--- src/ggh_pkg.sv ---
// Shared types, widths and constants of the go-to-goal heading controller.
// Used by every module under src; depends on nothing else.
package ggh_pkg;

   // Datapath widths of the vectoring rotator.
   localparam int XW       = 36;   // x and y, Q12.12 with 8 guard bits, plus growth
   localparam int ZW       = 28;   // angle accumulator, Q24 radians
   localparam int ATAN_LEN = 24;
   localparam int CORDIC_ITERATIONS_DEFAULT = 16;

   localparam logic signed [ZW-1:0] PI_Q24     = 28'sd52707179;
   localparam logic signed [17:0]   PI_Q13     = 18'sd25736;
   localparam logic signed [17:0]   TWO_PI_Q13 = 18'sd51472;
   localparam logic        [29:0]   KGAIN_Q30  = 30'd652032874;
   localparam logic        [24:0]   DIST_MAX   = 25'h1FFFFFF;

   // Word index of each control register (byte address bits [4:2]).
   localparam logic [2:0] CSR_GOAL_X    = 3'd0;
   localparam logic [2:0] CSR_GOAL_Y    = 3'd1;
   localparam logic [2:0] CSR_TOLERANCE = 3'd2;
   localparam logic [2:0] CSR_GAIN      = 3'd3;
   localparam logic [2:0] CSR_MIN_RATE  = 3'd4;
   localparam logic [2:0] CSR_MAX_RATE  = 3'd5;

   // Vector handed from one rotator stage to the next.
   typedef struct packed {
      logic signed [XW-1:0] x;
      logic signed [XW-1:0] y;
      logic signed [ZW-1:0] z;
      logic                 zero;      // goal coincides with pose
      logic signed [15:0]   heading;
   } cordic_vec_type;

   // Control register values used by the output stages.
   typedef struct packed {
      logic [22:0] tolerance;
      logic [15:0] gain;
      logic [14:0] min_rate;
      logic [14:0] max_rate;
   } turn_cfg_type;

   // Arctangent of 2^-i in Q24 radians.
   function automatic logic signed [ZW-1:0] atan_q24(input int idx);
      logic signed [ZW-1:0] val;
      begin
         case (idx)
            0:       val = 28'sd13176795;
            1:       val = 28'sd7778716;
            2:       val = 28'sd4110060;
            3:       val = 28'sd2086331;
            4:       val = 28'sd1047214;
            5:       val = 28'sd524117;
            6:       val = 28'sd262123;
            7:       val = 28'sd131069;
            8:       val = 28'sd65536;
            9:       val = 28'sd32768;
            10:      val = 28'sd16384;
            11:      val = 28'sd8192;
            12:      val = 28'sd4096;
            13:      val = 28'sd2048;
            14:      val = 28'sd1024;
            15:      val = 28'sd512;
            16:      val = 28'sd256;
            17:      val = 28'sd128;
            18:      val = 28'sd64;
            19:      val = 28'sd32;
            20:      val = 28'sd16;
            21:      val = 28'sd8;
            22:      val = 28'sd4;
            23:      val = 28'sd2;
            default: val = '0;
         endcase
         return val;
      end
   endfunction

endpackage

--- src/ggh_prep_cell.sv ---
// Front cell of the rotator chain: goal offset and pre-rotation into the right half plane.
// Depends on ggh_pkg.
module ggh_prep_cell
   import ggh_pkg::*;
(
   input  logic               clock,
   input  logic               reset,
   input  logic               in_valid,
   output logic               in_stall,
   input  logic signed [23:0] pose_x,
   input  logic signed [23:0] pose_y,
   input  logic signed [15:0] pose_heading,
   input  logic signed [23:0] goal_x,
   input  logic signed [23:0] goal_y,
   output logic               out_valid,
   input  logic               out_stall,
   output cordic_vec_type     out_vec
);

   logic                 en;
   logic                 valid_ff, valid_in;
   cordic_vec_type       vec_ff, vec_in, vec_calc;
   logic signed [24:0]   dx, dy;
   logic signed [XW-1:0] x0, y0;

   assign en       = !valid_ff || !out_stall;
   assign in_stall = !en;

   always_comb begin
      dx = {goal_x[23], goal_x} - {pose_x[23], pose_x};
      dy = {goal_y[23], goal_y} - {pose_y[23], pose_y};
      x0 = {{(XW-33){dx[24]}}, dx, 8'b0};
      y0 = {{(XW-33){dy[24]}}, dy, 8'b0};
      vec_calc.zero    = (dx == '0) && (dy == '0);
      vec_calc.heading = pose_heading;
      if (dx[24]) begin
         // Left half plane: turn the vector by pi and start the angle there.
         vec_calc.x = -x0;
         vec_calc.y = -y0;
         vec_calc.z = dy[24] ? -PI_Q24 : PI_Q24;
      end else begin
         vec_calc.x = x0;
         vec_calc.y = y0;
         vec_calc.z = '0;
      end
      valid_in = en ? in_valid : valid_ff;
      vec_in   = en ? vec_calc : vec_ff;
   end

   always_ff @(posedge clock) begin
      if (reset) begin
         valid_ff <= 1'b0;
      end else begin
         valid_ff <= valid_in;
      end
      vec_ff <= vec_in;
   end

   assign out_valid = valid_ff;
   assign out_vec   = vec_ff;

endmodule

--- config.mk ---
export PLATFORM = sky130hd
export DESIGN_NAME = ggh_prep_cell
export DESIGN_NICKNAME = d
export VERILOG_FILES = /design/src/ggh_pkg.sv /design/src/ggh_prep_cell.sv
export SDC_FILE = /design/constraint.sdc
export NUM_CORES = 1
export LEC_CHECK = 0
export BUFFER_PORTS_ARGS = -buffer_cell sky130_fd_sc_hd__buf_4
export CORE_MARGIN = 4
export CORE_UTILIZATION = 50
export DETAILED_ROUTE_END_ITERATION = 16
export PLACE_DENSITY_LB_ADDON = 0.3
export SLEW_MARGIN = 0
export SYNTH_ARGS = -nofsm -noshare
export SYNTH_HDL_FRONTEND = slang
export SYNTH_SLANG_ARGS = --single-unit
--- constraint.sdc ---
create_clock -name clock -period 6.7 [get_ports clock]
set_clock_uncertainty 0.1 [all_clocks]
set_input_delay 1.34 -clock clock [delete_from_list [all_inputs] [get_ports clock]]
set_output_delay 1.34 -clock clock [all_outputs]
set_load 0.03 [all_outputs]
Yosys cells after proc, flatten, opt, wreduce, memory -nomap -nowiden
Index checks and enable logic that the tools add are counted.
- bits of input ports: 116
- logic and storage cells: 21
- output and inout port bits: 119
- bits in registers: 118
- $add $sub $neg: 4
- reductions and logical operators: 7
- mux-type cells: 2
- operator list (operator ; number):
    2-to-1 mux 96 bit ; 1
    negator 33 -> 36 bit ; 2
    logical NOT 25 bit ; 2
    subtractor 24 x 24 -> 25 bit ; 2
    2-to-1 mux 28 bit ; 1
    logical NOT 1 bit ; 3
    logical AND 1 bit ; 1
    logical OR 1 bit ; 1

Logic depth before layout (Yosys ltp)
- depth after elaboration: 3
- depth in mapped cells: 15
- depth with buffers taken out: 13

Worst setup path before layout
OpenSTA, ideal clock, no wires.
- kind: input port to output port
- start: input out_stall
- end: output in_stall
- cell stages on the path: 2
- setup slack: 1.702 ns
- data arrival time: 3.558 ns
- data required time: 5.260 ns
- path through: nand2_1 > inv_1
- longest elaborated chain between the ends: 3
- RTL lines (element ; RTL line ; RTL):
    start: declaration ; ggh_prep_cell.sv:16 ; input logic out_stall,
    logical NOT 1 bit ; ggh_prep_cell.sv:26 ; assign en = !valid_ff || !out_stall;
    logical OR 1 bit ; ggh_prep_cell.sv:26 ;
    logical NOT 1 bit ; ggh_prep_cell.sv:27 ; assign in_stall = !en;
    end: declaration ; ggh_prep_cell.sv:9 ; output logic in_stall,
Every way passes these cells.

==> metrics list <==
- The flow ran to the end, and the final reports show no timing, DRC or antenna violations.
- Slew headroom: 0.335
- Wire length of the first global-routing pass: 25,500 um
- Pre-CTS setup slack: 1.15 ns
- The worst-case IR drop observed on VDD is 159 uV.
- Tightest Pin Transition: 0.998 ns
- For this design the static power due to leakage is 0.00387 uW.
- In this run, CTS created clock tree buffers numbering 9.
- Part of the Yosys area used for sequential elements: 0.342
* Number of port buffers: 218
- In this run, synthesis inferred 76 flip-flops with an integrated enable.
* Count of yosys warnings during synthesis: 0
- 235 I/O pins were placed.
- The number of global-route vias before repair was 5,399.
* Pin count of the biggest net entering global routing: 78
- Signed area change from the synthesized netlist to the final layout: 27.1%
- Final Max Slew Viols: 0
* Flip-flop and latch count after synthesis: 77
- Post-route minimum period: 5.22 ns
- In the final layout, the multi-input gates occupy 0.00385 sq mm.
- Die Ht: around 120 um
- Count of vias placed by the detailed router: 6,023
* Worst Path Max Fanout: 28
* Gp weighted congestion: 0.885
- Using the TritonRoute via totals, the vias-per-cell ratio works out to 5.36.
- In this run, the number of DRC markers left after iteration 0 of detailed routing was roughly 300.
- Setup Viol. Count Final: 0
- Fraction of the cycle the final worst path needs: 0.779
- The worst hold path passes through 2 cells.
- In the routed design, unresolved DRC markers number 0.
* Unrepaired setup endpoints after global routing: no
- Postcts setup bufs: 0
- Setup slack on the worst reg-to-reg path comes out at 5.13 ns.
- Total Neg Setup Slack: 0 ns
* Count of nets after finishing: 1,110
* End point of the worst hold path: out_valid
- Arr. time, crit path: between 5 and 6 ns
- X dimension of the die: 124 um
- Ys flop type: sky130_fd_sc_hd__edfxtp_1
- For this block, the routed nets add up to 16,600 um of wire.
- PostCTS Resize Cnt: 0
- The number of antenna diodes in the final layout is 0.
* Clock sinks: 77
* Reg2reg end: out_valid
- STA puts the critical path data required time at around 6.7 ns.
* Pwr per Cell Area: 270 mW/mm^2
- Highest Clock Rate: 192 MHz
- Initial Util: 0.510
* Share of synthesized flip-flops with an asynchronous set or reset: 0
- Clock-pin slew was measured on the worst setup and hold paths at ~0.060 ns.
* Class of the worst hold path: in2reg
- Setup CP Type: in2reg
- Post-synthesis instance total: approximately 750
- TritonCTS built the clock tree.
- Kind of launch point of the worst setup path: input pin
- In this run the core area contains 42 standard-cell rows.
- The initial antenna violation count is 0.
- HPWL after DPL: 13,400 um
- Count of unique library cells instantiated by Yosys: 70
- Area used by sequential logic in the layout: 0.00230 sq mm
- Dividing the detail-routed wire length by the instance count gives 14.8 um.
- # hold bufs at CTS: 0
- Clock tree root driver cell: sky130_fd_sc_hd__clkbuf_16
- Grt ovf: 0
- The count of final hold-check violations came to 0.
- The worst setup path is captured at a flop.
- Clock buffer depth: 2
- The worst path meets setup with 1.48 ns of slack.
- Worst reg2reg path depth: 4
* Post-Syn Area per Cell: 8.95 sq um
* Die footprint: approximately 0.015 sq mm
* H-tree levels: 3
- Before antenna repair, the detailed router went through 5 iterations.
- The startpoint identified for the worst register-to-register timing path is out_valid.
- In this run the standard cell core region covers between 0.01 and 0.015 sq mm.
- Across the run, the number of max-cap violations was 0.
- Global routing usage summed across all routing layers: 0.211
- Counting the fill cells in the layout gives 1,196.
- In this run the cell area of the synthesized design comes to between 0.006 and 0.007 sq mm.
- Start point of the worst min-delay path: reset
* Later-pin clock latency in the skew report: 0.33 ns
- The count of nets left with antenna violations once routing finished came out at 0.
* Fraction of final layout cells with drive strength greater than 1: 0.262
-- cell usage in the layout (no fill, tap or decap), drive strengths merged, types with 8 or more instances in the layout --
cell      n
ha       50
o21ai    43
nor4      8
nand4    15
nand3    13
buf     218
inv      69
nand2    58
and2     14
nor2     64
xor2     23
a21oi    56
a31oi    12
nor2b     9
conb     19
a21o     12
a211oi    8
clkbuf    9
xnor2    51
edfxtp   76
nor3     13
or3      12
-- through the flow --
| stage | utilization | hold slack [ns] | area [sq um] | std cells | power (uW) |
|---|---|---|---|---|---|
| 2_1_floorplan | - | 1.31 | 6790 | 769 | 1510 |
| 3_3_place_gp | 0.627 | 1.19 | 8270 | 1107 | 1850 |
| 3_5_place_dp | 0.627 | 1.18 | 8270 | 1107 | 1860 |
| 4_1_cts | 0.648 | 1.05 | 8550 | 1123 | 2320 |
| 5_1_grt | 0.648 | 1.04 | 8550 | 1123 | 2440 |
| 6_report | 0.648 | 1.06 | 8550 | 1123 | 2310 |
-- worst max-delay path by stage --
stage	from	depth (start not counted)	endpoint	slack [ns]
global placement	pose_x[0]	13	out_vec[80]	1.21
CTS	pose_x[0]	13	out_vec[74]	1.47
finish	pose_x[0]	13	out_vec[58]	1.48
global route	pose_x[0]	13	out_vec[103]	1.06
floorplan	out_stall	2	in_stall	1.70
detailed placement	pose_x[0]	13	out_vec[58]	1.15
-- kinds of logic (layout without fill, tap and decap cells) --
kind of cell	Yosys count	after routing	share of synthesized area
AOI/OAI and AO/OA	188	188	0.185
muxes	4	4	0.00595
buffers and inverters	123	301	0.0958
xor gates and xnor gates	74	74	0.0964
adders and majority gates	52	52	0.0990
DFF	77	77	0.342
and+or+nand+nor	232	232	0.175
other	1	19	0.000558
-- report_power, final --
part           leakage, uW  switching (uW)  internal [uW]  total, uW
Sequential        0.000802            53.7            688        741
Clock             0.000134             201            256        457
Combinational      0.00294             691            417       1110
-- synthesized netlist by cell type (5+ instances only) --
| library cell | number | area share |
|---|---|---|
| sky130_fd_sc_hd__a21o_1 | 12 | 0.013 |
| sky130_fd_sc_hd__o31ai_1 | 6 | 0.0067 |
| sky130_fd_sc_hd__xor2_1 | 23 | 0.030 |
| sky130_fd_sc_hd__nor3_1 | 12 | 0.0089 |
| sky130_fd_sc_hd__o21ai_0 | 30 | 0.022 |
| sky130_fd_sc_hd__a211oi_1 | 8 | 0.0089 |
| sky130_fd_sc_hd__and2_1 | 14 | 0.013 |
| sky130_fd_sc_hd__nand4_1 | 15 | 0.014 |
| sky130_fd_sc_hd__nor2b_1 | 9 | 0.0084 |
| sky130_fd_sc_hd__nor2_1 | 64 | 0.036 |
| sky130_fd_sc_hd__xnor2_1 | 51 | 0.066 |
| sky130_fd_sc_hd__buf_4 | 43 | 0.048 |
| sky130_fd_sc_hd__a21oi_1 | 56 | 0.042 |
| sky130_fd_sc_hd__nand2_1 | 58 | 0.032 |
| sky130_fd_sc_hd__nor4_1 | 7 | 0.0065 |
| sky130_fd_sc_hd__edfxtp_1 | 76 | 0.34 |
| sky130_fd_sc_hd__inv_1 | 66 | 0.037 |
| sky130_fd_sc_hd__o211ai_1 | 6 | 0.0067 |
| sky130_fd_sc_hd__nand2b_1 | 5 | 0.0047 |
| sky130_fd_sc_hd__o21a_1 | 5 | 0.0056 |
| sky130_fd_sc_hd__o31a_1 | 6 | 0.0078 |
| sky130_fd_sc_hd__a31oi_1 | 12 | 0.011 |
| sky130_fd_sc_hd__o21ai_1 | 13 | 0.0097 |
| sky130_fd_sc_hd__clkbuf_1 | 7 | 0.0039 |
| sky130_fd_sc_hd__or3_1 | 11 | 0.010 |
| sky130_fd_sc_hd__ha_1 | 50 | 0.093 |
| sky130_fd_sc_hd__nand3_1 | 13 | 0.0097 |
-- worst max-delay path, cell delays in order --
cell                       delay [ns]
sky130_fd_sc_hd__buf_4           0.11
sky130_fd_sc_hd__ha_1            0.22
sky130_fd_sc_hd__fa_1            0.40
sky130_fd_sc_hd__nand2b_1        0.18
sky130_fd_sc_hd__a211oi_1        0.55
sky130_fd_sc_hd__o211ai_2        0.22
sky130_fd_sc_hd__a21oi_1         0.33
sky130_fd_sc_hd__o31a_1          0.24
sky130_fd_sc_hd__or4_1           0.12
sky130_fd_sc_hd__o221a_2         0.61
sky130_fd_sc_hd__clkinv_2        0.52
sky130_fd_sc_hd__o21ai_1         0.25
sky130_fd_sc_hd__xnor2_1         0.10
-- final cells by class --
type | count | area share
Sequential cell | 77 | 0.269
Multi-Input combinational cell | 569 | 0.451
Tap cell | 176 | 0.0258
Inverter | 67 | 0.0296
Clock buffer | 9 | 0.0263
Clock inverter | 7 | 0.00673
Timing Repair Buffer | 218 | 0.191
-- per-layer routing --
metal,share of wire,track usage
met5,0,0
met4,0.014,0.0520
met3,0.088,0.0636
met2,0.48,0.366
met1,0.42,0.258
-- flip-flops by register name, indices dropped and copies added (netlist names) --
signal     flops
out_vec       76
out_valid      1
Power figures use the tool's default switching activity.
