File: config.mk
export PLATFORM = sky130hd
export DESIGN_NAME = ggh_post
export DESIGN_NICKNAME = d
export VERILOG_FILES = /design/src/ggh_pkg.sv /design/src/ggh_post.sv
export SDC_FILE = /design/constraint.sdc
export NUM_CORES = 2
export LEC_CHECK = 0
export BUFFER_PORTS_ARGS = -buffer_cell sky130_fd_sc_hd__buf_2
export CAP_MARGIN = 20
export CORE_MARGIN = 5
export CORE_UTILIZATION = 30
export CTS_CLUSTER_DIAMETER = 100
export DETAILED_ROUTE_END_ITERATION = 8
export GPL_TIMING_DRIVEN = 0
export REMOVE_ABC_BUFFERS = 1
export SYNTH_ARGS = -nofsm -noshare
export SYNTH_HDL_FRONTEND = slang
export SYNTH_SLANG_ARGS = --single-unit
File: constraint.sdc
create_clock -name clock -period 10.3 [get_ports clock]
set_clock_uncertainty 0.2 [all_clocks]
set_input_delay 1.03 -clock clock [delete_from_list [all_inputs] [get_ports clock]]
set_output_delay 1.03 -clock clock [all_outputs]
set_load 0.01 [all_outputs]
File: src/ggh_pkg.sv
// Shared types, widths and constants of the go-to-goal heading controller.
// Used by every module under src; depends on nothing else.
package ggh_pkg;

   // Datapath widths of the vectoring rotator.
   localparam int XW       = 36;   // x and y, Q12.12 with 8 guard bits, plus growth
   localparam int ZW       = 28;   // angle accumulator, Q24 radians
   localparam int ATAN_LEN = 24;
   localparam int CORDIC_ITERATIONS_DEFAULT = 16;

   localparam logic signed [ZW-1:0] PI_Q24     = 28'sd52707179;
   localparam logic signed [17:0]   PI_Q13     = 18'sd25736;
   localparam logic signed [17:0]   TWO_PI_Q13 = 18'sd51472;
   localparam logic        [29:0]   KGAIN_Q30  = 30'd652032874;
   localparam logic        [24:0]   DIST_MAX   = 25'h1FFFFFF;

   // Word index of each control register (byte address bits [4:2]).
   localparam logic [2:0] CSR_GOAL_X    = 3'd0;
   localparam logic [2:0] CSR_GOAL_Y    = 3'd1;
   localparam logic [2:0] CSR_TOLERANCE = 3'd2;
   localparam logic [2:0] CSR_GAIN      = 3'd3;
   localparam logic [2:0] CSR_MIN_RATE  = 3'd4;
   localparam logic [2:0] CSR_MAX_RATE  = 3'd5;

   // Vector handed from one rotator stage to the next.
   typedef struct packed {
      logic signed [XW-1:0] x;
      logic signed [XW-1:0] y;
      logic signed [ZW-1:0] z;
      logic                 zero;      // goal coincides with pose
      logic signed [15:0]   heading;
   } cordic_vec_type;

   // Control register values used by the output stages.
   typedef struct packed {
      logic [22:0] tolerance;
      logic [15:0] gain;
      logic [14:0] min_rate;
      logic [14:0] max_rate;
   } turn_cfg_type;

   // Arctangent of 2^-i in Q24 radians.
   function automatic logic signed [ZW-1:0] atan_q24(input int idx);
      logic signed [ZW-1:0] val;
      begin
         case (idx)
            0:       val = 28'sd13176795;
            1:       val = 28'sd7778716;
            2:       val = 28'sd4110060;
            3:       val = 28'sd2086331;
            4:       val = 28'sd1047214;
            5:       val = 28'sd524117;
            6:       val = 28'sd262123;
            7:       val = 28'sd131069;
            8:       val = 28'sd65536;
            9:       val = 28'sd32768;
            10:      val = 28'sd16384;
            11:      val = 28'sd8192;
            12:      val = 28'sd4096;
            13:      val = 28'sd2048;
            14:      val = 28'sd1024;
            15:      val = 28'sd512;
            16:      val = 28'sd256;
            17:      val = 28'sd128;
            18:      val = 28'sd64;
            19:      val = 28'sd32;
            20:      val = 28'sd16;
            21:      val = 28'sd8;
            22:      val = 28'sd4;
            23:      val = 28'sd2;
            default: val = '0;
         endcase
         return val;
      end
   endfunction

endpackage

File: src/ggh_post.sv
// Output pipe: distance scaling, bearing wrap, proportional turn command and clamp.
// Depends on ggh_pkg.
module ggh_post
   import ggh_pkg::*;
(
   input  logic               clock,
   input  logic               reset,
   input  logic               in_valid,
   output logic               in_stall,
   input  cordic_vec_type     in_vec,
   input  turn_cfg_type       cfg,
   output logic               out_valid,
   input  logic               out_stall,
   output logic signed [15:0] turn_command,
   output logic        [24:0] distance_error,
   output logic signed [15:0] heading_error,
   output logic               arrived
);

   logic [3:0] valid_ff, valid_in, en;

   // Stage 1: partial products of the gain scaling, raw heading error.
   logic [46:0]        pp_lo_ff, pp_lo_in;
   logic [47:0]        pp_hi_ff, pp_hi_in;
   logic signed [17:0] err_raw_ff, err_raw_in;
   // Stage 2: rounded distance, wrapped error and its magnitude.
   logic [24:0]        dist2_ff, dist2_in;
   logic signed [15:0] err2_ff, err2_in;
   logic [16:0]        abs2_ff, abs2_in;
   // Stage 3: turn magnitude, sign and arrival.
   logic [19:0]        mag3_ff, mag3_in;
   logic               neg3_ff, neg3_in;
   logic               arr3_ff, arr3_in;
   logic [24:0]        dist3_ff, dist3_in;
   logic signed [15:0] err3_ff, err3_in;
   // Stage 4: output register.
   logic signed [15:0] cmd4_ff, cmd4_in;
   logic [24:0]        dist4_ff, dist4_in;
   logic signed [15:0] err4_ff, err4_in;
   logic               arr4_ff, arr4_in;

   logic [34:0]          x_cl;
   logic signed [ZW-1:0] z_use, z_rnd;
   logic signed [16:0]   bearing;
   logic [65:0]          dsum;
   logic [27:0]          dfull;
   logic signed [17:0]   err_w;
   logic signed [16:0]   e17;
   logic [33:0]          msum;
   logic [14:0]          mag_cl;

   always_comb begin
      en[3] = !valid_ff[3] || !out_stall;
      en[2] = !valid_ff[2] || en[3];
      en[1] = !valid_ff[1] || en[2];
      en[0] = !valid_ff[0] || en[1];
      valid_in[0] = en[0] ? in_valid    : valid_ff[0];
      valid_in[1] = en[1] ? valid_ff[0] : valid_ff[1];
      valid_in[2] = en[2] ? valid_ff[1] : valid_ff[2];
      valid_in[3] = en[3] ? valid_ff[2] : valid_ff[3];
   end

   assign in_stall = !en[0];

   // Stage 1.
   always_comb begin
      x_cl    = in_vec.x[XW-1] ? '0 : in_vec.x[34:0];
      z_use   = in_vec.zero ? '0 : in_vec.z;
      z_rnd   = z_use + 28'sd1024;
      bearing = z_rnd[ZW-1:11];
      pp_lo_in   = en[0] ? (47'(x_cl[16:0]) * 47'(KGAIN_Q30)) : pp_lo_ff;
      pp_hi_in   = en[0] ? (48'(x_cl[34:17]) * 48'(KGAIN_Q30)) : pp_hi_ff;
      err_raw_in = en[0] ? ({bearing[16], bearing} - 18'(in_vec.heading)) : err_raw_ff;
   end

   // Stage 2.
   always_comb begin
      dsum  = 66'(pp_lo_ff) + (66'(pp_hi_ff) << 17) + (66'd1 << 37);
      dfull = dsum[65:38];
      if (err_raw_ff > PI_Q13) begin
         err_w = err_raw_ff - TWO_PI_Q13;
      end else if (err_raw_ff < -PI_Q13) begin
         err_w = err_raw_ff + TWO_PI_Q13;
      end else begin
         err_w = err_raw_ff;
      end
      e17 = {err_w[15], err_w[15:0]};
      dist2_in = en[1] ? ((dfull > 28'(DIST_MAX)) ? DIST_MAX : dfull[24:0]) : dist2_ff;
      err2_in  = en[1] ? err_w[15:0] : err2_ff;
      abs2_in  = en[1] ? (e17[16] ? 17'(-e17) : 17'(e17)) : abs2_ff;
   end

   // Stage 3.
   always_comb begin
      msum     = (34'(cfg.gain) * 34'(abs2_ff)) + 34'd8192;
      mag3_in  = en[2] ? msum[33:14] : mag3_ff;
      neg3_in  = en[2] ? (err2_ff[15] && (cfg.gain != '0)) : neg3_ff;
      arr3_in  = en[2] ? (dist2_ff <= {2'b00, cfg.tolerance}) : arr3_ff;
      dist3_in = en[2] ? dist2_ff : dist3_ff;
      err3_in  = en[2] ? err2_ff : err3_ff;
   end

   // Stage 4: the below-min test wins over the above-max test.
   always_comb begin
      if (mag3_ff < 20'(cfg.min_rate)) begin
         mag_cl = cfg.min_rate;
      end else if (mag3_ff > 20'(cfg.max_rate)) begin
         mag_cl = cfg.max_rate;
      end else begin
         mag_cl = mag3_ff[14:0];
      end
      cmd4_in  = en[3] ? (neg3_ff ? -$signed({1'b0, mag_cl}) : $signed({1'b0, mag_cl}))
                       : cmd4_ff;
      dist4_in = en[3] ? dist3_ff : dist4_ff;
      err4_in  = en[3] ? err3_ff : err4_ff;
      arr4_in  = en[3] ? arr3_ff : arr4_ff;
   end

   always_ff @(posedge clock) begin
      if (reset) begin
         valid_ff <= '0;
      end else begin
         valid_ff <= valid_in;
      end
      pp_lo_ff   <= pp_lo_in;
      pp_hi_ff   <= pp_hi_in;
      err_raw_ff <= err_raw_in;
      dist2_ff   <= dist2_in;
      err2_ff    <= err2_in;
      abs2_ff    <= abs2_in;
      mag3_ff    <= mag3_in;
      neg3_ff    <= neg3_in;
      arr3_ff    <= arr3_in;
      dist3_ff   <= dist3_in;
      err3_ff    <= err3_in;
      cmd4_ff    <= cmd4_in;
      dist4_ff   <= dist4_in;
      err4_ff    <= err4_in;
      arr4_ff    <= arr4_in;
   end

   assign out_valid      = valid_ff[3];
   assign turn_command   = cmd4_ff;
   assign distance_error = dist4_ff;
   assign heading_error  = err4_ff;
   assign arrived        = arr4_ff;

endmodule

Word level (Yosys, flattened, before mapping):

Index checks and enable logic that the tools add are counted.

* $add $sub $neg: 9
* multiply operators: 3
* magnitude comparators: 6
* multiplexer cells: 8
* reductions and logical operators: 12

Operator list (count)
* $add 47x65->66: 1
* $add 66x38->66 const B: 1
* $mux 15: 4
* $mul 18x29->47 const B: 1
* $mul 17x29->46 const B: 1
* $mux 35: 1
* $add 33x14->34 const B: 1
* $mul 16x17->33: 1
* $mux 16: 2
* $add 28x12->28 const B: 1
* $gt 28x25->1 const B: 1
* $mux 28: 1
* $le 25x23->1: 1
* $gt 20x15->1: 1
* $lt 20x15->1: 1
* $gt 18x16->1 const B: 1
* $lt 18x16->1 const B: 1
* $sub 17x16->18: 1
* $neg 16->17: 1
* $add 16x15->16 const B: 1
* $neg 15->16: 1
* $reduce_bool 16->1: 1
* $sub 16x15->16 const B: 1
* $logic_not 1->1: 6
* 2 further kinds: 5

* register bits after elaboration: 294
* input bits: 190
* output and inout port bits: 60
* logic and storage cells: 59

Logic depth before layout (Yosys ltp):

* word-level depth: 6
* mapped depth: 28
* mapped depth without buffers: 27

Worst setup path before layout:

OpenSTA, ideal clock, no wires.

* path type: input -> register
* start point: input port in_vec[116] in the netlist's numbering
* end point: register pp_hi_ff[45] (data pin)
* setup time: 0.162 ns
* data arrival time: 7.624 ns
* data required time: 9.938 ns
* setup slack: 2.314 ns
* cell stages on the path: 25
* path buffers: 2
* cell sequence: clkbuf_1 > clkbuf_1 > nand2b_1 > inv_1 > ha_1 > inv_1 > fa_1 > fa_1 > inv_1 > fa_1 > fa_1 > inv_1 > fa_1 > inv_1 > ha_1 > and2_1 > nand3_1 > nor4_2 > nor3b_1 > o31ai_2 > a41oi_1 > o211ai_2 > a221oi_2 > or4b_1 > o2111ai_1

* word-level cells in the longest chain between the ends: 2

Ends and longest elaborated chain
* start, declared: line ggh_post.sv:10 `input cordic_vec_type in_vec,`
* $mux 35: line ggh_post.sv:67 `x_cl = in_vec.x[XW-1] ? '0 : in_vec.x[34:0];`
* $mul 18x29->47: line ggh_post.sv:72 `pp_hi_in = en[0] ? (48'(x_cl[34:17]) * 48'(KGAIN_Q30)) : pp_hi_ff;`
* end signal, assigned: line ggh_post.sv:126 `pp_hi_ff <= pp_hi_in;`
* end, declared: line ggh_post.sv:24 `logic [47:0] pp_hi_ff, pp_hi_in;`

Every way passes these cells.
A chain may end at the register's enable or synchronous reset.

Final worst setup path:

* start point: input port in_vec[116] in the netlist's numbering
* end point: register pp_hi_ff[46] (data pin)

The elaborated chain is that of the path after synthesis.

==> metrics.sh <==
RUN_STATUS='completed'
CLOCK_TREE_FROM_TRITONCTS='built'
SYNTH_MOST_COMMON_CELL='sky130_fd_sc_hd__inv_1'
FINAL_HOLD_VIOL_COUNT=0
PORT-BUFFER-COUNT=203
DETAILEDROUTE.FIRSTITERATIONVIOLATIONS=1397
HTREEDEPTH=2
CLOCK-SINKS=276
CTS_HOLD_REPAIR.BUFFERS=0
DESIGN.PORTCOUNT=250
POST_CTS_RESIZED=0
ROUTED-VIA-COUNT=26960
DRIVE_ABOVE_1_SHARE_PCT=7.765
FIN_CRIT_SH_PCT=87.23
GR-USAGE-ALL-LAYERS_PCT=14.47
SLEW_VIOLATIONS=0
INSERTION_DELAY_NS=0.55
SYNTH.TOP_CELLS.BY_COUNT='sky130_fd_sc_hd__inv_1, sky130_fd_sc_hd__fa_1, sky130_fd_sc_hd__ha_1'
TIMING_WORST_SLEW_PIN_VALUE_NS=1.186
SYNTH_CELL_TYPE_COUNT=89
FINAL_ANTENNA_NET_COUNT=0
FMAXACHIEVABLE_GHz=0.1113
CTSROOTBUFFERMASTER='sky130_fd_sc_hd__clkbuf_16'
GLOBAL_ROUTE_WIRE_LENGTH_BEFORE_REPAIR_MM=160.5
SETUP_TNS_NS=0
GR-USAGE-MET2_PCT=23.46
GRT_ANTENNA_BEFORE_REPAIR=8
SYNTH_AREA_UM2=40090
CORE_UM2=133100
MAXCAPVIOLCOUNT=0
WORST_SETUP_PATH_END_KIND='register'
FIRST_PASS_ITERS=5
CTS-BUFFERS-INSERTED=35
USE_MET1_PCT=20.32
POST_SYNTH.CELL_AREA_AVG_UM2=10.22
STD_CELL_ROWS=134
SYNTH_TOP_FLOP_CELL='sky130_fd_sc_hd__edfxtp_1'
PLACE.GP.CONGESTION=0.9308
DETAIL_ROUTE.WIRELENGTH_MM=100.9
YOSYS-TOP-CELLS-AREA='sky130_fd_sc_hd__fa_1, sky130_fd_sc_hd__edfxtp_1, sky130_fd_sc_hd__ha_1'
POST-SYNTH-TOP-AREA-CELL='sky130_fd_sc_hd__fa_1'
DETAIL_ROUTE.VIAS_PER_CELL=4.577
SYNTHESIS.YOSYS.WARNINGS=0
HP-CLASS='reg2reg'
SYNTHESIS.INSTANCES=3921
DIE_H_UM=375.6
FINALSETUPVIOLCOUNT=0
CTS_MAX_PATH_BUFFERS=3
SYNTH_ENABLE_FLOP_CELLS=272
OVERALL_DIE_WIDTH_UM=375.6
GRT_PASS1_VIAS=28740
SYNTH_SEQ_CELLS=276
DESIGN.FINAL.NETS=5458
TIMING.CRITICAL_PATH.REQUIRED_NS=10.37
ASYNC_RESET_FF_SHARE_PCT=0
INITIAL_CORE_UTIL_PCT=30.12
MAX_SLEW_MARGIN_PCT=20.74
DESIGN.DIE.AREA_UM2=141100
CTS_SETUP_BUFFERS=0
GROUTE.LAYER.MET3.USAGE_PCT=3.031
AREA_GROWTH_SYN_TO_LAYOUT_PCT=10.54
GRT_MAX_DEGREE=64
GRT.BUSIEST_LAYER='met2'
SYNTH-SEQ-AREA-SHARE_PCT=20.57
DRCVIOLATIONCOUNT=0
WORSTSETUPPATHTYPE='in2reg'
CRITPATHARRIVALTIME_NS=9.05
GRT_OVERFLOW=0
WORSTSETUPSTARTPOINTTYPE='primary input'
CLKSLEWWORSTSETUPHOLDPATHS_NS=0.06
RSZ0062_AT_GRT='false'
FIN_CRIT_NS=8.985
SYNTH_TOP_CELL_AREA_SHARE_PCT=30.31
DPL.HPWL_MM=85.67
TIMING.CRITICAL_PATH.FANOUT_MAX=47
ROUTEDWLPERCELL_UM=17.14
-- stage by stage --
step	setup slack (ns)	hold slack (ns)	cell area (um2)	instances	utilization [%]
final	1.315	0.1927	44320	5890	33.29
after global routing	0.9023	0.2075	44320	5889	33.29
after CTS	1.307	0.1858	44320	5889	33.29
after detailed placement	0.7397	0.2045	43190	5829	32.44
after global placement	0.7517	0.2021	43040	5824	32.33
after floorplan	2.727	0.2003	39810	3853	-
-- registers in the layout, summed over array words and instances (netlist names), 16 cells and up --
| signal | count |
|---|---|
| abs2_ff | 16 |
| err3_ff | 16 |
| pp_lo_ff | 29 |
| err2_ff | 16 |
| err_raw_ff | 18 |
| heading_error | 16 |
| turn_command | 16 |
| mag3_ff | 20 |
| distance_error | 25 |
| dist2_ff | 25 |
| pp_hi_ff | 47 |
| dist3_ff | 25 |
-- layer usage --
layer  wire length [um]  vias up  share of wire, %
met5                  0        -                 0
met4               1515        0               1.5
met3               6543       89               6.5
met2              46420      640                46
met1              46460    13460                46
li1                   -    12770                 -
-- layout by cell type, fill, tap and decap left out, types with 5 or more instances in the layout --
| master | synthesis | final |
|---|---|---|
| sky130_fd_sc_hd__a2111oi_0 | 5 | 5 |
| sky130_fd_sc_hd__a211o_1 | 6 | 6 |
| sky130_fd_sc_hd__a211oi_1 | 11 | 11 |
| sky130_fd_sc_hd__a21o_1 | 58 | 58 |
| sky130_fd_sc_hd__a21oi_1 | 103 | 103 |
| sky130_fd_sc_hd__a31o_2 | 6 | 6 |
| sky130_fd_sc_hd__a31oi_1 | 20 | 20 |
| sky130_fd_sc_hd__a41oi_1 | 11 | 11 |
| sky130_fd_sc_hd__and2_1 | 139 | 139 |
| sky130_fd_sc_hd__and3_1 | 15 | 15 |
| sky130_fd_sc_hd__and4_1 | 9 | 9 |
| sky130_fd_sc_hd__buf_2 | 7 | 203 |
| sky130_fd_sc_hd__clkbuf_1 | 58 | 6 |
| sky130_fd_sc_hd__clkbuf_16 | 0 | 36 |
| sky130_fd_sc_hd__clkinv_1 | 0 | 7 |
| sky130_fd_sc_hd__edfxtp_1 | 272 | 272 |
| sky130_fd_sc_hd__fa_1 | 607 | 607 |
| sky130_fd_sc_hd__ha_1 | 563 | 563 |
| sky130_fd_sc_hd__inv_1 | 1032 | 1031 |
| sky130_fd_sc_hd__mux2_2 | 14 | 14 |
| sky130_fd_sc_hd__mux2i_1 | 13 | 13 |
| sky130_fd_sc_hd__nand2_1 | 253 | 251 |
| sky130_fd_sc_hd__nand2b_1 | 47 | 47 |
| sky130_fd_sc_hd__nand3_1 | 54 | 53 |
| sky130_fd_sc_hd__nand4_1 | 27 | 27 |
| sky130_fd_sc_hd__nor2_1 | 112 | 112 |
| sky130_fd_sc_hd__nor2b_1 | 41 | 41 |
| sky130_fd_sc_hd__nor3_1 | 18 | 18 |
| sky130_fd_sc_hd__nor3b_1 | 5 | 5 |
| sky130_fd_sc_hd__nor4_1 | 9 | 9 |
| sky130_fd_sc_hd__o211ai_1 | 8 | 8 |
| sky130_fd_sc_hd__o21a_1 | 18 | 18 |
| sky130_fd_sc_hd__o21ai_0 | 82 | 82 |
| sky130_fd_sc_hd__o21bai_1 | 14 | 14 |
| sky130_fd_sc_hd__o31a_1 | 8 | 8 |
| sky130_fd_sc_hd__o31ai_1 | 12 | 12 |
| sky130_fd_sc_hd__or2_2 | 7 | 7 |
| sky130_fd_sc_hd__or3_1 | 9 | 9 |
| sky130_fd_sc_hd__xnor2_1 | 99 | 99 |
| sky130_fd_sc_hd__xor2_1 | 62 | 62 |
-- critical path, stage by stage --
cell,delay (ns)
sky130_fd_sc_hd__buf_2,0.38
sky130_fd_sc_hd__nor2b_1,0.99
sky130_fd_sc_hd__ha_1,0.42
sky130_fd_sc_hd__inv_1,0.14
sky130_fd_sc_hd__fa_1,0.56
sky130_fd_sc_hd__fa_1,0.58
sky130_fd_sc_hd__inv_1,0.06
sky130_fd_sc_hd__fa_1,0.51
sky130_fd_sc_hd__fa_1,0.55
sky130_fd_sc_hd__inv_1,0.06
sky130_fd_sc_hd__fa_1,0.56
sky130_fd_sc_hd__inv_1,0.05
sky130_fd_sc_hd__ha_1,0.38
sky130_fd_sc_hd__and2_1,0.22
sky130_fd_sc_hd__nand4_1,0.15
sky130_fd_sc_hd__a211oi_1,0.44
sky130_fd_sc_hd__o31ai_1,0.18
sky130_fd_sc_hd__a211oi_1,0.44
sky130_fd_sc_hd__o21ai_0,0.25
sky130_fd_sc_hd__a2111oi_0,0.58
sky130_fd_sc_hd__nor3b_1,0.17
sky130_fd_sc_hd__o21ai_0,0.23
sky130_fd_sc_hd__xor2_1,0.09
-- cells by family after synthesis --
logic type	Yosys count	synth area share, %
AO/OA/AOI/OAI	414	7.009
multiplexers	29	0.7864
AND/OR/NAND/NOR	765	9.687
adder cells (fa/ha/maj)	1170	47.88
flip-flops	276	20.57
XOR/XNOR	165	3.679
buffers and inverters	1101	10.38
other	1	0.009353
-- area by class of cell --
cell class	count	area, um2
Timing Repair Buffer	208	1134
Clock inverter	18	207.7
Antenna cell	1	2.502
Clock buffer	42	923.4
Inverter	1033	3880
Multi-Input combinational cell	2544	27710
Sequential cell	276	8248
Fill cell	13590	88800
Tap cell	1768	2212
-- final timing paths --
kind                                   start                 end  slack, ns  cells after the start
worst max-delay path             in_vec[116]        pp_hi_ff[46]       1.32                     23
worst min-delay path            dist3_ff[18]  distance_error[18]       0.19                      0
worst max register to register    abs2_ff[5]         mag3_ff[19]       2.28                     22
worst min register to register  dist3_ff[18]  distance_error[18]       0.19                      0
Power is left out: the tool's default activity adds up to more than one toggle a clock period on the data nets, which glitch-free logic cannot reach.
