## config.mk

```make
export PLATFORM = sky130hd
export DESIGN_NAME = ggh_cordic_cell
export DESIGN_NICKNAME = d
export VERILOG_FILES = /design/src/ggh_pkg.sv /design/src/ggh_cordic_cell.sv
export SDC_FILE = /design/constraint.sdc
export NUM_CORES = 1
export LEC_CHECK = 0
export ABC_AREA = 1
export BUFFER_PORTS_ARGS = -buffer_cell sky130_fd_sc_hd__clkbuf_2
export CAP_MARGIN = 20
export CORE_ASPECT_RATIO = 0.9
export CORE_UTILIZATION = 50
export CTS_CLUSTER_DIAMETER = 80
export DETAILED_ROUTE_END_ITERATION = 7
export GPL_TIMING_DRIVEN = 0
export PLACE_DENSITY = 0.76
export SYNTH_ARGS = -nofsm -noshare
export SYNTH_HDL_FRONTEND = slang
export SYNTH_SLANG_ARGS = --single-unit
```

## constraint.sdc

```tcl
create_clock -name clock -period 5.9 [get_ports clock]
set_clock_uncertainty 0.05 [all_clocks]
set_input_delay 1.77 -clock clock [delete_from_list [all_inputs] [get_ports clock]]
set_output_delay 1.77 -clock clock [all_outputs]
set_load 0.02 [all_outputs]
```

## src/ggh_pkg.sv

```systemverilog
// Shared types, widths and constants of the go-to-goal heading controller.
// Used by every module under src; depends on nothing else.
package ggh_pkg;

   // Datapath widths of the vectoring rotator.
   localparam int XW       = 36;   // x and y, Q12.12 with 8 guard bits, plus growth
   localparam int ZW       = 28;   // angle accumulator, Q24 radians
   localparam int ATAN_LEN = 24;
   localparam int CORDIC_ITERATIONS_DEFAULT = 16;

   localparam logic signed [ZW-1:0] PI_Q24     = 28'sd52707179;
   localparam logic signed [17:0]   PI_Q13     = 18'sd25736;
   localparam logic signed [17:0]   TWO_PI_Q13 = 18'sd51472;
   localparam logic        [29:0]   KGAIN_Q30  = 30'd652032874;
   localparam logic        [24:0]   DIST_MAX   = 25'h1FFFFFF;

   // Word index of each control register (byte address bits [4:2]).
   localparam logic [2:0] CSR_GOAL_X    = 3'd0;
   localparam logic [2:0] CSR_GOAL_Y    = 3'd1;
   localparam logic [2:0] CSR_TOLERANCE = 3'd2;
   localparam logic [2:0] CSR_GAIN      = 3'd3;
   localparam logic [2:0] CSR_MIN_RATE  = 3'd4;
   localparam logic [2:0] CSR_MAX_RATE  = 3'd5;

   // Vector handed from one rotator stage to the next.
   typedef struct packed {
      logic signed [XW-1:0] x;
      logic signed [XW-1:0] y;
      logic signed [ZW-1:0] z;
      logic                 zero;      // goal coincides with pose
      logic signed [15:0]   heading;
   } cordic_vec_type;

   // Control register values used by the output stages.
   typedef struct packed {
      logic [22:0] tolerance;
      logic [15:0] gain;
      logic [14:0] min_rate;
      logic [14:0] max_rate;
   } turn_cfg_type;

   // Arctangent of 2^-i in Q24 radians.
   function automatic logic signed [ZW-1:0] atan_q24(input int idx);
      logic signed [ZW-1:0] val;
      begin
         case (idx)
            0:       val = 28'sd13176795;
            1:       val = 28'sd7778716;
            2:       val = 28'sd4110060;
            3:       val = 28'sd2086331;
            4:       val = 28'sd1047214;
            5:       val = 28'sd524117;
            6:       val = 28'sd262123;
            7:       val = 28'sd131069;
            8:       val = 28'sd65536;
            9:       val = 28'sd32768;
            10:      val = 28'sd16384;
            11:      val = 28'sd8192;
            12:      val = 28'sd4096;
            13:      val = 28'sd2048;
            14:      val = 28'sd1024;
            15:      val = 28'sd512;
            16:      val = 28'sd256;
            17:      val = 28'sd128;
            18:      val = 28'sd64;
            19:      val = 28'sd32;
            20:      val = 28'sd16;
            21:      val = 28'sd8;
            22:      val = 28'sd4;
            23:      val = 28'sd2;
            default: val = '0;
         endcase
         return val;
      end
   endfunction

endpackage

```

## src/ggh_cordic_cell.sv

```systemverilog
// One micro-rotation cell of the vectoring chain, shift amount fixed per cell.
// Depends on ggh_pkg.
module ggh_cordic_cell
   import ggh_pkg::*;
#(
   parameter int SHIFT = 0
)
(
   input  logic           clock,
   input  logic           reset,
   input  logic           in_valid,
   output logic           in_stall,
   input  cordic_vec_type in_vec,
   output logic           out_valid,
   input  logic           out_stall,
   output cordic_vec_type out_vec
);

   localparam logic signed [ZW-1:0] ANGLE = atan_q24(SHIFT);

   logic                 en;
   logic                 valid_ff, valid_in;
   cordic_vec_type       vec_ff, vec_in, vec_calc;
   logic signed [XW-1:0] x_s, y_s, xs, ys;
   logic signed [ZW-1:0] z_s;

   assign en       = !valid_ff || !out_stall;
   assign in_stall = !en;

   always_comb begin
      x_s = in_vec.x;
      y_s = in_vec.y;
      z_s = in_vec.z;
      xs  = x_s >>> SHIFT;
      ys  = y_s >>> SHIFT;
      vec_calc         = in_vec;
      if (!y_s[XW-1]) begin
         vec_calc.x = x_s + ys;
         vec_calc.y = y_s - xs;
         vec_calc.z = z_s + ANGLE;
      end else begin
         vec_calc.x = x_s - ys;
         vec_calc.y = y_s + xs;
         vec_calc.z = z_s - ANGLE;
      end
      valid_in = en ? in_valid : valid_ff;
      vec_in   = en ? vec_calc : vec_ff;
   end

   always_ff @(posedge clock) begin
      if (reset) begin
         valid_ff <= 1'b0;
      end else begin
         valid_ff <= valid_in;
      end
      vec_ff <= vec_in;
   end

   assign out_valid = valid_ff;
   assign out_vec   = vec_ff;

endmodule

```

# Word level (Yosys, flattened, before mapping)
# Cells that the tools add are included.
[word_totals]
ff_bits = 118
latch_bits = 0
ramBits = 0
romBits = 0
in_bits = 121
output_inout_bits = 119
wordCells = 16
n_memories = 0
[classes]
add_sub_neg = 5
mul = 0
n_div = 0
magnitude_cmp = 0
eq_ne = 0
shifts = 0
n_mux = 1
bitwise = 0
n_reduce_logical = 4
[op_table]
columns = ["op", "count"]
rows = [
  ["$mux W100", 1],
  ["$sub A36 B36 Y36", 2],
  ["$add A36 B36 Y36", 1],
  ["$add A28 B25 Y28 const B", 1],
  ["$sub A28 B25 Y28 const B", 1],
  ["$logic_not A1 Y1", 3],
  ["$logic_or A1 B1 Y1", 1],
]

# Longest topological paths before layout
# Gate-level depths: netlist (run 1).
[depth]
depth_word = 3
mapped_depth = 18
mapped_depth_nobuf = 17

# Least setup slack after synthesis (run 1)
# OpenSTA, ideal clock, no wires.
[synth_path]
kind = "input to output"
from = "in out_stall"
to = "out in_stall"
arrival_ns = 4.860
path_slack_ns = -0.780
path_stages = 2
n_path_buf = 0
path_cell_list = "nand2_1 > inv_1"
[synth_between]
elab_chain_cells = 3
[synth_lines]
columns = ["item", "line", "source"]
rows = [
  ["start, declared", "ggh_cordic_cell.sv:15", "input logic out_stall,"],
  ["$logic_not A1 Y1", "ggh_cordic_cell.sv:27", "assign en = !valid_ff || !out_stall;"],
  ["$logic_or A1 B1 Y1", "ggh_cordic_cell.sv:27", ""],
  ["$logic_not A1 Y1", "ggh_cordic_cell.sv:28", "assign in_stall = !en;"],
  ["end, declared", "ggh_cordic_cell.sv:12", "output logic in_stall,"],
]
# No other way between the ends.

==> flow_metrics.py, run 1 <==
metrics = {
    "run_status": {
        "status": "finished clean",
    },
    "setup_path": {
        "path_class": "in -> reg",
        "max_stage_delay_ns": 0.64,
        "worstRegToRegCells": 1,
        "cp-start-kind": "input pin",
        "r2r-end": "out_vec[107]",
        "reg2reg_from": "out_valid",
        "end_kind": "flop",
        "critPathRequiredTime_ns": 6.04,
        "r2r_setup_slack_ns": 4.39,
        "critPathSlowestCell": "buf_2",
        "crit_fanout": 23,
        "crit_chain": "clkbuf_2, clkbuf_1, inv_2, buf_2, ha_1, a21oi_1, nand2_1, a21oi_1, o21bai_1, nand3_1, nand3_1, xor2_1",
        "worstPathArrival_ns": 5.02,
    },
    "timing": {
        "period_share_pct": 82.7,
        "finalHoldViolations": 0,
        "rsz0062_at_grt": "no",
        "worst_pin_slew_ns": 0.933,
        "max_slew_margin_pct": 37.8,
        "setup_viol": 0,
        "fmax_mhz": 205,
        "period_minus_slack_ns": 4.88,
        "slew_violations": 0,
    },
    "hold_path": {
        "min_delay_path_depth": 1,
        "min_to": "out_vec[15]",
        "hp-start": "out_valid",
        "hold_class": "reg -> reg",
    },
    "final_layout": {
        "fin_util_pct": 60.1,
        "nFillCells": 2412,
        "final_layout_size_suffix_gt1_share_pct": 16.9,
        "diodes": 0,
        "syn2layout_area_growth_pct": 17.0,
        "fin_nets": 2466,
    },
    "floorplanning": {
        "core_area_um2": 25400,
        "ios": 240,
        "start_util_pct": 51.4,
        "rows": 55,
        "die_x_um": 172,
        "die_area_um2": 26700,
        "die_h_um": 155,
    },
    "logic_synthesis": {
        "yosys.cell_types.count": 45,
        "synth.area.mux_share_pct": 0.0767,
        "synth-edff-count": 116,
        "synth_seq_area_share_pct": 26.9,
        "synth_async_sr_flop_share_pct": 0,
        "synth_top_family_by_area": "simple AND/OR/NAND/NOR gates",
        "ys.flop_type": "edfxtp_1",
        "synth_most_common_cell": "nand2_1",
        "yosysWarningCount": 0,
        "syn_nets": 2208,
        "ys_ff_latch": 117,
        "synthTopCellsByArea": "edfxtp_1, nand2_1, ha_1, inv_1, a21oi_1",
        "yosysTopAreaCellShare_pct": 26.7,
        "yosys.area_share.simple_pct": 31.2,
        "synth-xor-area-share_pct": 3.69,
        "yosys.area.top_type": "edfxtp_1",
        "syn_inst": 1948,
        "synthAdderAreaFrac_pct": 13.6,
        "synth-compound-area-share_pct": 13.9,
        "syn_area_per_cell_um2": 6.70,
        "synth_common_cells": "nand2_1, inv_1, nor2_1",
        "synth_area_um2": 13000,
    },
    "route": {
        "vias": 14200,
        "drc": 0,
        "ant_nets": 0,
        "initialDrtViolationCount": 1466,
        "wire_per_inst_um": 18.7,
        "drtPass1Iterations": 6,
        "drt_wl_total_um": 47900,
        "viasPerCell": 5.53,
    },
    "cts": {
        "post_cts_buffers": 0,
        "htree_num_levels": 4,
        "ctsResizeCount": 0,
        "cts_root_buffer": "clkbuf_16",
        "clock_path_buffers": 2,
        "clock_sinks": 117,
        "numCtsBuffers": 17,
        "cts_tree": "built",
        "clkLatencyLatePin_ns": 0.43,
        "clkTransAtPathRegs_ns": 0.07,
        "hold_buffers": 0,
    },
    "grt": {
        "met3_usage_pct": 6.79,
        "grt_pass1_vias": 13200,
        "grt_start_max_net_pins": 118,
        "track_usage_pct": 36.0,
        "grt_use_met2_pct": 58.6,
        "antenna_found_initial": 0,
        "grt_use_met1_pct": 47.4,
        "busiest_layer": "met2",
        "overflow": 0,
        "grt_pass1_wl_um": 72000,
    },
    "pwr": {
        "power_mw": 3.71,
        "ir_worst_vdd_uv": 172,
        "power_density_nw_per_um2": 243,
        "p_leak_nw": 7.96,
    },
    "place": {
        "portBuffers": 239,
        "gp_congestion": 1.03,
        "dp_hpwl_um": 39300,
    },
    "job": {
        "drv_cap": 0,
    },
}
[cells in the final DEF (no fill, tap or decap), drive strengths merged, types with 42 or more instances in the layout]
cell / netlist / routed
nand2: 562 / 562
nor2: 189 / 189
buf: 42 / 42
o21ai: 118 / 118
nand3: 164 / 164
ha: 135 / 135
clkbuf: 6 / 262
a21oi: 164 / 164
edfxtp: 116 / 116
inv: 291 / 301
xor2: 46 / 46
[critical path, delay by kind of cell]
kind,cells,cell delay [ns]
buf+inv,4,1.46
compound gates,3,0.82
fa+ha+maj,1,0.43
simple gates,3,0.37
xor+xnor,1,0.16
[layer usage]
metal	part of all wire [%]	routed length [um]
met1	42	20100
met2	45	21600
met3	10	4850
met4	2.9	1400
met5	0	0
[cell families after synthesis]
logic type / Yosys count
adders and majority gates: 139
xor gates and xnor gates: 55
AOI/OAI and AO/OA: 335
DFF: 117
buffers and inverters: 339
muxes: 1
and+or+nand+nor: 962
[final cells by class]
| class | instances | area (um2) | share of cell area, % |
|---|---|---|---|
| plain buffers | 48 | 303 | 1.98 |
| clock inverters | 15 | 154 | 1.01 |
| repair buffers | 239 | 1200 | 7.84 |
| inverters | 291 | 1090 | 7.16 |
| flip-flops and latches | 117 | 3500 | 23.0 |
| multi-input cells | 1492 | 8160 | 53.5 |
| clock buffers | 17 | 425 | 2.79 |
| well taps | 342 | 428 | 2.80 |
[sequential cells by signal (all words and copies together), names as in the netlist]
signal     count
out_vec      116
out_valid      1
[where the power goes]
group,internal [mW],leakage [nW],switching (mW)
Sequential,1.09,1.22,0.0418
Clock,0.567,0.281,0.522
Combinational,0.451,6.46,1.03
[metrics by stage]
step	TNS (ns)	cells	worst slack [ns]	instance area, um2	hold WS [ns]
floorplan	0	1948	0.486	13000	1.79
global placement	-0.0908	2529	-0.0908	14700	1.88
detailed placement	0	2529	0.625	14700	1.28
CTS	0	2561	1.08	15300	1.30
global route	0	2561	0.844	15300	1.34
finish	0	2561	1.02	15300	1.24
[how the worst max path moves through the flow]
stage                     startpoint  slack, ns  cells past startpoint           to
final                     in_vec[80]       1.02                     12  out_vec[41]
after global routing      in_vec[80]       0.84                     12  out_vec[41]
after CTS                 in_vec[80]       1.08                     12  out_vec[41]
after detailed placement  in_vec[80]       0.62                     12  out_vec[41]
after global placement     out_stall      -0.09                      4     in_stall
after floorplan            out_stall       0.49                      2     in_stall
(Power assumes the default switching activity.)
==> run 2: changes to the inputs <==
clock period = 3.92 ns   (was 5.9 ns; I/O delays follow)
==> run 2 against run 1 <==
Compared with the run above: wire length shrank 0.42%; worst setup slack lost 0.86 ns; final area is essentially flat; first-iteration DRC count grew 11%; utilization is essentially flat.
==> flow_metrics.py, run 2 (synthesis gave the netlist of run 1 again) <==
metrics = {
    "grt": {
        "grt_pass1_vias": 13200,
        "overflow": 0,
        "grt_start_max_net_pins": 118,
        "antenna_found_initial": 0,
        "grt_pass1_wl_um": 71400,
        "track_usage_pct": 35.8,
    },
    "place": {
        "portBuffers": 239,
        "place_inst": 2529,
        "gp_congestion": 1.01,
        "dp_slack_ns": -0.882,
        "dp_hpwl_um": 39100,
        "placed_cell_area_um2": 14700,
    },
    "final_layout": {
        "largest_reg_flops": 116,
        "instances_no_fill": 2560,
        "fin_area_um2": 15300,
        "layout.cells.most_common_list": "nand2_1, inv_1, clkbuf_2",
        "layout_commonest_cell": "nand2_1",
        "diodes": 0,
        "syn2layout_area_growth_pct": 17.0,
        "fin_nets": 2465,
        "final_layout_size_suffix_gt1_share_pct": 16.9,
        "fin_util_pct": 60.1,
    },
    "route": {
        "drt_wl_total_um": 47700,
        "drtPass1Iterations": 6,
        "viasPerCell": 5.49,
        "met1Wirelength_um": 20200,
        "wl_met3_um": 4920,
        "vias": 14000,
        "wire_per_inst_um": 18.6,
        "ant_nets": 0,
        "dr_wl_met2_um": 21100,
        "initialDrtViolationCount": 1620,
        "highest_layer": "met4",
        "drc": 0,
    },
    "setup_path": {
        "r2r_setup_slack_ns": 2.39,
        "crit_buf_inv": 3,
        "worstPathArrival_ns": 3.89,
        "max_stage_delay_ns": 0.38,
        "critPathSlowestCell": "clkbuf_2",
        "cp-start-kind": "input pin",
        "cp_top_family": "buffers and inverters",
        "path_class": "in -> reg",
        "crit_fanout": 23,
        "critPathRequiredTime_ns": 4.05,
        "end_kind": "flop",
        "crit_chain": "clkbuf_2, inv_4, buf_6, ha_1, a21oi_1, nand2_1, a21oi_1, o21bai_1, nand3_1, nand3_1, xor2_1",
    },
    "cts": {
        "numCtsBuffers": 17,
        "cts_tree": "built",
        "clock_sinks": 117,
        "post_cts_buffers": 0,
        "hold_buffers": 0,
        "ctsResizeCount": 1,
        "htree_num_levels": 4,
        "cts_root_buffer": "clkbuf_16",
        "clkTransAtPathRegs_ns": 0.07,
        "clock_path_buffers": 2,
        "clkLatencyLatePin_ns": 0.43,
    },
    "timing": {
        "worst_pin_slew_ns": 0.936,
        "fmax_mhz": 266,
        "holdWs_ns": 0.841,
        "setup_viol": 0,
        "period_minus_slack_ns": 3.76,
        "max_slew_margin_pct": 37.6,
        "period_share_pct": 96.0,
        "fin_ws_ns": 0.159,
        "rsz0062_at_grt": "no",
        "finalHoldViolations": 0,
        "slew_violations": 0,
    },
    "job": {
        "drv_cap": 0,
    },
    "floorplanning": {
        "core_area_um2": 25400,
        "die_x_um": 172,
        "start_util_pct": 51.4,
        "rows": 55,
        "die_area_um2": 26700,
        "ios": 240,
        "die_h_um": 155,
    },
    "hold_path": {
        "hold_class": "in -> reg",
    },
    "pwr": {
        "ir_worst_vdd_uv": 267,
        "power_density_nw_per_um2": 365,
        "p_leak_nw": 7.97,
    },
    "run_status": {
        "status": "finished clean",
    },
}
-- run 2: area by class of cell --
type                       count  area (um2)
buffer                        47         305
clock buffer                  18         439
clock inverter                14         138
fill                        2504       10100
inverter                     291        1090
multi-input combinational   1492        8160
sequential                   117        3500
tap                          342         428
timing repair buffer         239        1200
-- run 2: per-stage QoR --
step | total power, mW | TNS, ns
2_1_floorplan | 3.16 | 0
6_report | 5.57 | 0
3_5_place_dp | 3.91 | -13.38
4_1_cts | 5.54 | 0
5_1_grt | 5.84 | 0
3_3_place_gp | 3.88 | -12.21
-- run 2: final timing paths --
check / cells after the start / end / start
setup / recovery: 11 / out_vec[41] / in_vec[80]
hold / removal: 2 / out_valid / reset
setup reg to reg: 1 / out_vec[109] / out_valid
hold reg to reg: 1 / out_vec[20] / out_valid
-- run 2: layer usage --
| layer | vias up | global-route usage (%) |
|---|---|---|
| met5 | - | 0 |
| met4 | 0 | 12.8 |
| met3 | 94 | 7.28 |
| met2 | 742 | 56.8 |
| met1 | 6355 | 48.1 |
| li1 | 6855 | - |
-- run 2: power by group --
group	switching, mW	leakage, nW	internal, mW
clock network	0.722	0.284	0.908
logic	1.55	6.47	0.679
registers	0.0590	1.22	1.64
total	2.34	7.97	3.23
==> run 3: changes to the inputs <==
SETUP_SLACK_MARGIN = 0.4   (was default)
==> run 3 against run 2 <==
Compared with the run above: wire length grew 1.2%; utilization grew 0.25 points; combinational power is essentially flat; die area is the same; power grew 0.57%; sequential share of layout area shrank 0.094 points; via count grew 0.21%.
==> flow_metrics.py, run 3 (synthesis gave the netlist of run 1 again) <==
metrics = {
    "run_status": {
        "status": "finished clean",
    },
    "timing": {
        "period_minus_slack_ns": 3.44,
        "worst_pin_slew_ns": 0.915,
        "period_share_pct": 87.8,
        "rsz0062_at_grt": "no",
        "max_slew_margin_pct": 39.0,
        "setup_viol": 0,
        "finalHoldViolations": 0,
        "fmax_mhz": 291,
        "slew_violations": 0,
        "holdWs_ns": 0.844,
    },
    "final_layout": {
        "instances_no_fill": 2563,
        "layout_commonest_cell": "nand2_1",
        "syn2layout_area_growth_pct": 17.5,
        "fin_util_pct": 60.4,
        "largest_reg_flops": 116,
        "fin_nets": 2467,
        "final_layout_size_suffix_gt1_share_pct": 17.3,
        "layout.cells.most_common_list": "nand2_1, inv_1, clkbuf_2",
        "fin_area_um2": 15300,
    },
    "setup_path": {
        "worstPathArrival_ns": 3.57,
        "crit_chain": "clkbuf_4, buf_4, inv_2, buf_12, ha_1, a21oi_1, o21ai_0, a21oi_1, nand3_2, a21oi_1, xor2_1",
        "end_kind": "flop",
        "crit_top_cell": "a21oi_1",
        "critPathRequiredTime_ns": 4.05,
        "path_class": "in -> reg",
        "cp-start-kind": "input pin",
        "critPathSlowestCell": "ha_1",
        "r2r_setup_slack_ns": 2.33,
        "crit_fanout": 23,
        "max_stage_delay_ns": 0.32,
    },
    "cts": {
        "cts_tree": "built",
        "htree_num_levels": 4,
        "clkLatencyLatePin_ns": 0.43,
        "hold_buffers": 0,
        "numCtsBuffers": 17,
        "clkTransAtPathRegs_ns": 0.07,
        "post_cts_buffers": 0,
        "cts_root_buffer": "clkbuf_16",
        "clock_sinks": 117,
        "clock_path_buffers": 2,
    },
    "job": {
        "drv_cap": 0,
    },
    "floorplanning": {
        "die_h_um": 155,
        "die_area_um2": 26700,
        "rows": 55,
        "core_area_um2": 25400,
        "ios": 240,
        "die_x_um": 172,
        "start_util_pct": 51.4,
    },
    "grt": {
        "track_usage_pct": 35.8,
        "antenna_found_initial": 1,
        "grt_pass1_wl_um": 71400,
        "overflow": 0,
        "grt_pass1_vias": 13200,
        "grt_start_max_net_pins": 60,
    },
    "route": {
        "drc": 0,
        "drtPass1Iterations": 7,
        "ant_nets": 0,
        "viasPerCell": 5.49,
        "wire_per_inst_um": 18.8,
        "vias": 14100,
        "drt_wl_total_um": 48300,
        "initialDrtViolationCount": 1561,
    },
    "place": {
        "place_inst": 2529,
        "portBuffers": 239,
        "dp_hpwl_um": 38900,
        "placed_cell_area_um2": 14700,
        "gp_congestion": 0.990,
    },
    "pwr": {
        "power_density_nw_per_um2": 365,
        "ir_worst_vdd_uv": 210,
        "p_leak_nw": 7.99,
    },
    "hold_path": {
        "hold_class": "in -> reg",
    },
}
## run 3: changes by cell type in the layout (fill, tap and decap cells not counted), moves of 2 or more
cell,before,now
inv_8,1,5
a21oi_1,160,158
clkinv_2,2,0
clkinv_4,3,1
clkinv_8,0,2
clkinvlp_4,1,3
inv_6,6,4
## run 3: through the flow
stage | total power, mW | setup TNS, ns | setup WS [ns]
floorplan | 3.16 | 0 | 0.503
global placement | 3.89 | -12.57 | -0.829
detailed placement | 3.91 | -13.20 | -0.873
CTS | 5.55 | 0 | 0.409
global route | 5.85 | 0 | 0.407
finish | 5.60 | 0 | 0.480
## run 3: area by class of cell
class | instances | area, um2
multi-input combinational | 1493 | 8200
antenna | 1 | 2.50
fill | 2436 | 10100
timing repair buffer | 239 | 1200
clock buffer | 17 | 425
inverter | 291 | 1090
clock inverter | 15 | 155
tap | 342 | 428
buffer | 48 | 322
sequential | 117 | 3500
## run 3: final timing paths
path / start / to / depth (start not counted)
worst max-delay path: in_vec[80] / out_vec[43] / 11
worst min-delay path: reset / out_valid / 2
worst min register to register: out_valid / out_vec[48] / 1
worst max register to register: out_valid / out_vec[39] / 1
## run 3: repair_timing
item	4_1_cts	5_1_grt
endpoints found under the hold margin	0	0
resized for setup	10	6
pin swaps	1	0
endpoints found under the setup margin	24	7
gates cloned	1	0
## run 3: layer usage
layer / global-route usage [%] / share of wire (%) / up-vias
li1: - / - / 6862
met5: 0 / 0 / -
met3: 7.61 / 9.7 / 80
met4: 12.6 / 2.9 / 0
met2: 58.1 / 45 / 715
met1: 46.8 / 42 / 6419
## run 3: critical path, delay by kind of cell
kind / cells / cell delay, ns
xor gates and xnor gates: 1 / 0.10
buffers and inverters: 4 / 0.89
adders and majority gates: 1 / 0.32
AOI/OAI and AO/OA: 4 / 0.85
and+or+nand+nor: 1 / 0.21
## run 3: power breakdown
part           internal [mW]  switching [mW]  total [mW]
Sequential              1.64          0.0587        1.70
Clock                  0.851           0.792        1.64
Combinational          0.684            1.57        2.25
